**src/hdl/wmm_pkg.sv**
```systemverilog
package wmm_pkg;

	localparam int IDX_BITS   = 4;
	localparam int VALUE_BITS = 16;
	localparam int CFG_BITS   = 5;
	localparam int PROD_BITS  = 48;
	localparam int KIND_BITS  = 2;
	localparam int REG_BITS   = 2;
	localparam logic [CFG_BITS-1:0] DIM_RESET = 5'd16;

	typedef enum logic [KIND_BITS-1:0] {
		KIND_WRITE_A = 2'd0,
		KIND_WRITE_B = 2'd1,
		KIND_READ    = 2'd2
	} kind_t;

	typedef enum logic [REG_BITS-1:0] {
		REG_A_ROWS     = 2'd0,
		REG_INNER_SIZE = 2'd1,
		REG_B_COLS     = 2'd2
	} reg_idx_t;

	typedef enum logic [2:0] {
		MUL_NONE,
		MUL_AA,
		MUL_BB,
		MUL_CROSS,
		MUL_ODD
	} mul_sel_t;

	typedef struct packed {
		logic     capture;
		logic     write_a;
		logic     write_b;
		logic     fetch;
		mul_sel_t mul_sel;
		logic     load_out;
	} dp_cmd_t;

	typedef struct packed {
		logic bad;
		logic pairs_left;
		logic odd;
	} dp_status_t;

endpackage

```
**src/hdl/wmm_ctrl.sv**
```systemverilog
module wmm_ctrl (
	input  logic                          clk,
	input  logic                          arst_n,
	input  logic                          req_valid,
	input  logic [wmm_pkg::KIND_BITS-1:0] req_kind,
	output logic                          req_ready,
	output logic                          rsp_valid,
	input  logic                          rsp_ready,
	input  wmm_pkg::dp_status_t           st,
	output wmm_pkg::dp_cmd_t              cmd
);
	import wmm_pkg::*;

	typedef enum logic [2:0] {
		ST_IDLE,
		ST_START,
		ST_M0,
		ST_M1,
		ST_M2,
		ST_ODD,
		ST_FIN,
		ST_DONE
	} state_t;

	state_t state_q;
	logic   out_valid_q;
	logic   accept, slot_free, more;

	assign req_ready = state_q == ST_IDLE;
	assign accept    = req_valid && req_ready;
	assign slot_free = !out_valid_q || rsp_ready;
	assign more      = st.pairs_left || st.odd;
	assign rsp_valid = out_valid_q;

	always_comb begin
		cmd = '{default: '0, mul_sel: MUL_NONE};
		if (accept) begin
			unique case (req_kind)
				KIND_WRITE_A: cmd.write_a = 1'b1;
				KIND_WRITE_B: cmd.write_b = 1'b1;
				KIND_READ:    cmd.capture = 1'b1;
				default: ;
			endcase
		end
		unique case (state_q)
			ST_START: cmd.fetch = more;
			ST_M0:    cmd.mul_sel = MUL_AA;
			ST_M1:    cmd.mul_sel = MUL_BB;
			ST_M2: begin
				cmd.mul_sel = MUL_CROSS;
				// prefetch the next pair, or the odd column, under the cross product
				cmd.fetch   = more;
			end
			ST_ODD:   cmd.mul_sel = MUL_ODD;
			ST_DONE:  cmd.load_out = slot_free;
			default: ;
		endcase
	end

	always_ff @(posedge clk or negedge arst_n) begin
		if (!arst_n) begin
			state_q     <= ST_IDLE;
			out_valid_q <= 1'b0;
		end else begin
			if (state_q == ST_DONE && slot_free) begin
				out_valid_q <= 1'b1;
			end else if (rsp_ready) begin
				out_valid_q <= 1'b0;
			end
			unique case (state_q)
				ST_IDLE: begin
					if (accept && req_kind == KIND_READ) begin
						state_q <= st.bad ? ST_DONE : ST_START;
					end
				end
				ST_START: begin
					if (st.pairs_left) begin
						state_q <= ST_M0;
					end else if (st.odd) begin
						state_q <= ST_ODD;
					end else begin
						state_q <= ST_DONE;
					end
				end
				ST_M0: state_q <= ST_M1;
				ST_M1: state_q <= ST_M2;
				ST_M2: begin
					if (st.pairs_left) begin
						state_q <= ST_M0;
					end else if (st.odd) begin
						state_q <= ST_ODD;
					end else begin
						state_q <= ST_FIN;
					end
				end
				ST_ODD: state_q <= ST_FIN;
				// last product lands in the accumulator here
				ST_FIN: state_q <= ST_DONE;
				ST_DONE: begin
					if (slot_free) begin
						state_q <= ST_IDLE;
					end
				end
				default: state_q <= ST_IDLE;
			endcase
		end
	end

endmodule

```
**config.mk**
```make
export PLATFORM = sky130hd
export DESIGN_NAME = wmm_ctrl
export DESIGN_NICKNAME = d
export VERILOG_FILES = /design/src/hdl/wmm_pkg.sv /design/src/hdl/wmm_ctrl.sv
export SDC_FILE = /design/constraint.sdc
export NUM_CORES = 1
export LEC_CHECK = 0
export ABC_AREA = 1
export BUFFER_PORTS_ARGS = -buffer_cell sky130_fd_sc_hd__buf_2
export CAP_MARGIN = 20
export CORE_AREA = 2 2 39 41
export CTS_CLUSTER_DIAMETER = 30
export DETAILED_ROUTE_END_ITERATION = 8
export DIE_AREA = 0 0 41 43
export PLACE_DENSITY = 0.63
export SLEW_MARGIN = 25
export SYNTH_ARGS = -nofsm -noshare
export SYNTH_HDL_FRONTEND = slang
export SYNTH_SLANG_ARGS = --single-unit
```
**constraint.sdc**
```tcl
create_clock -name clk -period 1.05 [get_ports clk]
set_input_delay 0 -clock clk [delete_from_list [all_inputs] [get_ports clk]]
set_output_delay 0 -clock clk [all_outputs]
set_load 0.01 [all_outputs]
```
# Word level (Yosys, flattened, before mapping)
# Index checks and enable logic that the tools add are counted.
[op_classes] n_eq_ne=11 n_reduce_logical=11 muxes=17
[op_table] operator="$pmux W3 S8" n=1
[op_table] operator="$mux W3" n=6
[op_table] operator="$eq A3 B3 Y1 const B" n=4
[op_table] operator="$pmux W3 S4" n=1
[op_table] operator="$mux W1" n=7
[op_table] operator="$eq A3 B2 Y1 const B" n=2
[op_table] operator="$mux W2" n=2
[op_table] operator="$eq A3 B1 Y1 const B" n=1
[op_table] operator="$logic_and A1 B1 Y1" n=3
[op_table] operator="$logic_not A3 Y1" n=1
[op_table] operator="$eq A2 B1 Y1 const B" n=1
[op_table] operator="$eq A2 B2 Y1 const B" n=1
[op_table] operator="$logic_not A2 Y1" n=1
[op_table] operator="$logic_or A1 B1 Y1" n=2
[op_table] operator="$ne A2 B1 Y1 const B" n=1
[op_table] operator="$ne A2 B2 Y1 const B" n=1
[op_table] operator="$reduce_and A2 Y1" n=1
[op_table] operator="$reduce_bool A2 Y1" n=1
[op_table] operator="$reduce_or A2 Y1" n=1
[op_table] operator="$logic_not A1 Y1" n=1
[totals] output_inout_bits=10 ff_bits=4 word_cells=41 inputBits=9

# Longest topological paths before layout
# Gate-level depths: netlist of the first run.
[logic_depth] word_depth=5 mapped_depth=9 mapped_depth_nobuf=8

# Worst setup path after synthesis of the first run
# Ideal clock, no wire load.
[synth_path] path_type="register to register" from="register state_q[2]" to="register state_q[2]" period_less_slack_ps=1053 required_ps=932 setup_time_ps=118 stages_incl_launch_ff=8 t_arrival_ps=935 path_buffers=1 path_slack_ps=-3 path_cell_list="dfrtp_1 > buf_6 > nor2_1 > nand2_1 > a21oi_1 > nor2_1 > nand2_1 > nand2_1"
[synth_between] elab_chain_len=5 word_cells_on_any_way=14 cone_classes="9 x eq/ne; 1 x mux; 4 x reduce/logical"
[synth_lines] element="from (decl)" line="wmm_ctrl.sv:25" source="state_t state_q;"
[synth_lines] element="from (signal assigned)" line="wmm_ctrl.sv:73" source="state_q <= st.bad ? ST_DONE : ST_START;"
[synth_lines] element="$logic_not A3 Y1" line="wmm_ctrl.sv:29, wmm_ctrl.sv:70"
[synth_lines] element="$logic_and A1 B1 Y1" line="wmm_ctrl.sv:30" source="assign accept = req_valid && req_ready;"
[synth_lines] element="$logic_and A1 B1 Y1" line="wmm_ctrl.sv:72" source="if (accept && req_kind == KIND_READ) begin"
[synth_lines] element="$ne A2 B1 Y1 (no line)"
[synth_lines] element="$reduce_and A2 Y1 (no line)"
# Several ways; a longest one is shown, not always the timed one.
# A chain may end at the register's enable or synchronous reset.

==> metrics.cfg, run 1 <==
[run_status]
outcome = finished, violations left
violations = negative setup slack

[global_route]
gr-total-overflow = 0
grt_max_degree = 6
grt_pass1_wl_mm = 2.049
grt_pass1_vias = 532
grt.total_usage = 0.1742
antenna_found_initial = 0

[layout]
final_cell_mix = buf_2 (17), nand2_1 (16), buf_4 (10)
final_common_cell = buf_2
multi_input_area_sq_um = 267.8
fillers = 137
drive_above_1_share = 0.6559
areaGrowthSynthToFinish_pct = 102.5
seqCellArea_sq_um = 103.9
layout.nets = 104
diodes = 0

[critical_path]
path_delay_family = flip-flops
path_buf_inv = 3
reg2reg_setup_slack_ns = -0.17
crit_path_max_incr_delay_ns = 0.43
crit_type = reg -> out
crit_fanout = 4
crit_chain = buf_4, inv_2, nand2_2, o211a_1, buf_2
critPathLaunchType = flip-flop
arrival_ns = 1.24
required_ns = 1.05
cp_slowest_cell = dfrtp_2
end_kind = output port

[power_and_ir_drop]
irDropWorstVdd_mv = 1.164
leakage_nw = 0.4123
power.total_mw = 2.184
p_per_area_nw_per_um2 = 3111

[clocking]
clock_latency_ns = 0.24
ctsRootBufferMaster = clkbuf_4
cts_inserted_buffers = 3
path_clk_slew_ns = 0.04
cts_sinks = 4
htree_levels = 1
cts_max_path_buffers = 2
tritoncts = yes

[synthesis]
syn_area_sq_um = 346.6
yosysWarnings = 0
yosysSeqAreaShare = 0.2888
ys_types = 14
syn_inst = 56
ys_seq_elements = 4
synthesis.nets = 65
syn_area_per_cell_sq_um = 6.189

[sta]
skew_ns = 0.004588
period_share = 1.184
hold_viol = 0
worst_slew_pin_slew_ns = 0.2763
max_slew_margin = 0.8152
setup_viol = 12
rsz0062_at_grt = yes
fin_ws_ns = -0.1935
slew_viol_final = 0
max_freq_ghz = 0.8042
period_needed_ns = 1.244
tns_ns = -1.879

[floorplanning]
core-area_sq_um = 1384
num_rows = 14
dieArea_sq_um = 1763
initial_core_util = 0.2505
ios = 19
die_x_um = 41
die_h_um = 43

[routing]
drt_iter0_drc = 7
drtPass1Iterations = 4
wl_met2_um = 708
drc = 0
wl_per_cell_um = 11.56
dr_total_vias = 513
wl_met3_um = 65
wl_met1_um = 429
top_layer = met4
routed_via_density = 4.706
postRouteAntennaNets = 0
wirelength_mm = 1.260

[place]
io_buffers = 18
dp_hpwl_um = 776.9
place.gp.congestion = 0.7597

[hold_path]
hp-class = in -> reg

[run]
drv_cap = 0

-- synthesized netlist by cell type --
| cell type | number | share of area |
|---|---|---|
| a21oi_1 | 2 | 0.029 |
| a31oi_1 | 1 | 0.018 |
| buf_6 | 1 | 0.032 |
| dfrtp_1 | 4 | 0.29 |
| inv_1 | 4 | 0.043 |
| inv_2 | 5 | 0.054 |
| nand2_1 | 19 | 0.21 |
| nand2_2 | 2 | 0.036 |
| nand3_1 | 4 | 0.058 |
| nand3_2 | 1 | 0.029 |
| nor2_1 | 7 | 0.076 |
| nor3_2 | 2 | 0.058 |
| o211a_1 | 1 | 0.029 |
| o21ai_0 | 3 | 0.043 |
-- registers in the layout (all words and copies together), names as in the netlist --
register / flops
rsp_valid: 1
state_q: 3
-- cell families (layout without fill, tap and decap cells) --
group	count (synthesis)	in the layout	synth area share
DFF	4	4	0.2888
AOI/OAI and AO/OA	7	7	0.1191
and+or+nand+nor	35	35	0.4621
buffers and inverters	10	47	0.1300
-- worst paths after layout --
path / start / endpoint / cells past startpoint
setup / recovery: state_q[2]$_DFFE_PN0P_ / cmd[4] / 5
hold / removal: rsp_ready / rsp_valid$_DFFE_PN0P_ / 2
setup reg to reg: state_q[1]$_DFFE_PN0P_ / state_q[1]$_DFFE_PN0P_ / 9
hold reg to reg: rsp_valid$_DFFE_PN0P_ / rsp_valid$_DFFE_PN0P_ / 2
max in group asynchronous: arst_n / state_q[0]$_DFFE_PN0P_ / 2
min in group asynchronous: arst_n / state_q[2]$_DFFE_PN0P_ / 2
-- metal layers --
layer,GRT usage,vias to the layer above
met5,0,-
met4,0.1467,0
met3,0.03665,7
met2,0.2906,18
met1,0.1656,237
li1,-,251
-- report_power, final --
part / internal (mW) / switching [mW] / total, mW / leakage [nW]
clock: 0.128 / 0.0650 / 0.193 / 0.0138
combinational: 0.810 / 0.830 / 1.64 / 0.354
sequential: 0.247 / 0.103 / 0.351 / 0.0447
total: 1.19 / 0.998 / 2.18 / 0.412
-- per-stage QoR --
step	util	hold slack, ns	instance area [sq um]	instances	setup slack (ns)
after floorplan	-	-0.2956	350.3	56	0.02485
after global routing	0.5072	0.02011	701.9	109	-0.2869
after global placement	0.3463	-0.1940	479.2	93	-0.01325
after CTS	0.4394	0.02567	608.1	105	-0.1777
after detailed placement	0.3463	-0.1892	479.2	93	-0.03532
final	0.5072	0.02798	701.9	109	-0.1935
-- cell type report --
class | count | share of cell area
clock buffers | 3 | 0.03209
inverters | 9 | 0.05526
multi-input cells | 42 | 0.3815
flip-flops and latches | 4 | 0.1480
well taps | 16 | 0.02852
repair buffers | 35 | 0.3547
-- what timing repair did --
| action | 4_1_cts | 5_1_grt |
|---|---|---|
| pin swaps | 4 | 1 |
| endpoints found under the setup margin | 10 | 13 |
| endpoints found under the hold margin | 4 | 0 |
| hold buffers | 1 | 0 |
| buffers inserted | 8 | 4 |
| resized for setup | 14 | 16 |
(Power assumes the default switching activity.)
==> run 2, diff against run 1 <==
Settings changed: GPL_ROUTABILITY_DRIVEN set to 0, REMOVE_ABC_BUFFERS set to 1.
==> run 2 against run 1 <==
  * The flow still finishes with violations (negative setup slack)
  * Clock power rose by 3%
  * Utilization down 4.5 points
  * Fmax up 0.59%
  * Sequential share of layout area grew 1.3 points
  * Combinational power decreased by 20%
  * Worst hold slack better by 0.044 ns
  * Worst setup slack improved by 0.0073 ns
  * Final area shrank 8.9%
  * Die area stayed put
==> metrics.cfg, run 2 (same netlist as run 1, synthesis figures left out) <==
[routing]
wirelength_mm = 1.086  ; -14%
drt_iter0_drc = 4  ; -3
routed_via_density = 4.375  ; -7.0%
postRouteAntennaNets = 0  ; unchanged
drc = 0  ; unchanged
drtPass1Iterations = 4  ; unchanged
dr_total_vias = 455  ; -11%
wl_per_cell_um = 10.44  ; -9.7%

[critical_path]
crit_chain = nor2_2, nand2_2, inv_2, nand2_4, nor3_2, buf_2
crit_type = reg -> out
r2r_start = state_q[0]$_DFFE_PN0P_
crit_path_max_incr_delay_ns = 0.44  ; about the same
reg2reg_setup_slack_ns = -0.11  ; +0.06 ns
r2r_end = state_q[1]$_DFFE_PN0P_
rr_worst_depth = 7  ; -2
critPathLaunchType = flip-flop
cp_slowest_cell = dfrtp_2
arrival_ns = 1.24  ; about the same
path_delay_family = flip-flops
end_kind = output port
required_ns = 1.05  ; about the same
crit_fanout = 6  ; +2
path_buf_inv = 2  ; -1

[sta]
slew_viol_final = 0  ; unchanged
rsz0062_at_grt = yes
fin_ws_ns = -0.1863  ; +0.007277 ns
max_slew_margin = 0.8177  ; +0.002537
period_share = 1.177  ; -0.006930
worst_slew_pin_slew_ns = 0.2725  ; -0.003792 ns
hold_viol = 0  ; unchanged
max_freq_ghz = 0.8089  ; +0.59%
skew_ns = 0.004803  ; +0.0002150 ns
period_needed_ns = 1.236  ; -0.007277 ns
setup_viol = 12  ; unchanged

[layout]
layout.nets = 99  ; -4.8%
largest_reg_flops = 3  ; unchanged
drive_above_1_share = 0.6023  ; -0.05364
regMostFlops = state_q
fin_area_sq_um = 639.4  ; -8.9%
fillers = 151  ; +10%
areaGrowthSynthToFinish_pct = 84.48
final_common_cell = buf_2
final_cell_mix = buf_2 (17), nand2_1 (16), buf_4 (8)
diodes = 0  ; unchanged

[hold_path]
min_to = state_q[2]$_DFFE_PN0P_
hold_start = st[2]
hold_depth = 5  ; +3
hp-class = in -> reg

[power_and_ir_drop]
leakage_nw = 0.3729  ; -9.6%
internal_power_mw = 0.9915  ; -16%
power.total_mw = 1.856  ; -15%
p_per_area_nw_per_um2 = 2903  ; -6.7%
irDropWorstVdd_mv = 1.020  ; -12%
pwr-share-comb = 0.709  ; -0.042
p_switching_mw = 0.8643  ; -13%
switching_share = 0.4657  ; +0.008519
p_clk_frac = 0.107  ; +0.019
power_frac_seq = 0.184  ; +0.023

[floorplanning]
die_h_um = 43  ; unchanged
num_rows = 14  ; unchanged
initial_core_util = 0.2505  ; unchanged
die_x_um = 41  ; unchanged
core-area_sq_um = 1384  ; unchanged
dieArea_sq_um = 1763  ; unchanged
ios = 19  ; unchanged

[clocking]
cts_sinks = 4  ; unchanged
path_clk_slew_ns = 0.04  ; about the same
htree_levels = 1  ; unchanged
tritoncts = yes
cts_inserted_buffers = 3  ; unchanged
cts_max_path_buffers = 2  ; unchanged
ctsRootBufferMaster = clkbuf_4
clock_latency_ns = 0.24  ; about the same

[global_route]
antenna_found_initial = 0  ; unchanged
grt_pass1_vias = 426  ; -20%
grt_max_degree = 7  ; +1
grt.total_usage = 0.1400  ; -0.03424
grt_pass1_wl_mm = 1.593  ; -22%
gr-total-overflow = 0  ; unchanged

[place]
io_buffers = 18  ; unchanged
dp_hpwl_um = 725.5  ; -6.6%
place_area_sq_um = 483.0  ; +0.78%

[run_status]
outcome = finished, violations left
violations = negative setup slack

[run]
drv_cap = 0  ; unchanged

==> run 2: changes by cell type in the layout (fill, tap and decap cells not counted), sizes merged <==
| cell | delta |
|---|---|
| buf | -6 |
| dlygate4sd3 | +1 |
==> run 2: routing by layer <==
layer  track usage  vias to the layer above  part of all wire
li1              -                      241                 -
met1        0.1266                      204              0.36
met2        0.2375                        7              0.58
met3       0.04712                        3             0.036
met4        0.1000                        0             0.021
met5             0                        -                 0
==> run 2: timing repair <==
item | 4_1_cts | 5_1_grt
setup endpoints to repair | 11 | 12
setup buffers | 4 | 1
gates resized for setup | 9 | 14
endpoints found under the hold margin | 5 | 0
pin swaps | 1 | 1
hold buffers | 2 | 0
==> run 2: layout make-up <==
type	count	area, sq um	share of cell area
inverter	9	33.78	0.05284
sequential	4	102.6	0.1605
multi-input combinational	42	261.5	0.4090
tap	16	20.02	0.03131
clock buffer	3	22.52	0.03523
timing repair buffer	30	198.9	0.3112
==> run 2: worst max-delay path by stage <==
stage | from | to | slack (ns) | cells past startpoint
final | state_q[0]$_DFFE_PN0P_ | cmd[6] | -0.19 | 6
after global routing | state_q[0]$_DFFE_PN0P_ | cmd[7] | -0.27 | 6
after CTS | state_q[0]$_DFFE_PN0P_ | cmd[7] | -0.16 | 6
after detailed placement | state_q[0]$_DFFE_PN0P_ | state_q[1]$_DFFE_PN0P_ | -0.02 | 6
after global placement | state_q[0]$_DFFE_PN0P_ | state_q[1]$_DFFE_PN0P_ | -0.007 | 6
after floorplan | state_q[2]$_DFFE_PN0P_ | state_q[2]$_DFFE_PN0P_ | 0.03 | 6
==> run 2: power by group through the flow <==
stage	combinational (mW)	clock, mW	sequential [mW]
after floorplan	0.535	0	0.334
after global placement	0.923	0	0.327
after detailed placement	0.928	0	0.329
after CTS	1.12	0.198	0.326
after global routing	1.46	0.217	0.356
final	1.32	0.198	0.341
==> run 2: tightest hold or removal path, cell delays in order <==
cell and delay (ns):
buf_2 0.07, nand2_1 0.06, nand2_1 0.06, nand2_1 0.05
nand2_1 0.04
==> run 2: stage by stage <==
| stage | cells | setup TNS, ns | setup slack [ns] | hold WS, ns | util |
|---|---|---|---|---|---|
| 5_1_grt | 104 | -2.388 | -0.2746 | 0.1095 | 0.4620 |
| 6_report | 104 | -1.613 | -0.1863 | 0.07158 | 0.4620 |
| 3_5_place_dp | 94 | -0.03632 | -0.02448 | -0.1938 | 0.3490 |
| 4_1_cts | 103 | -1.369 | -0.1612 | 0.07929 | 0.4204 |
| 3_3_place_gp | 94 | -0.007156 | -0.007156 | -0.1946 | 0.3490 |
| 2_1_floorplan | 55 | 0 | 0.02652 | -0.2956 | - |
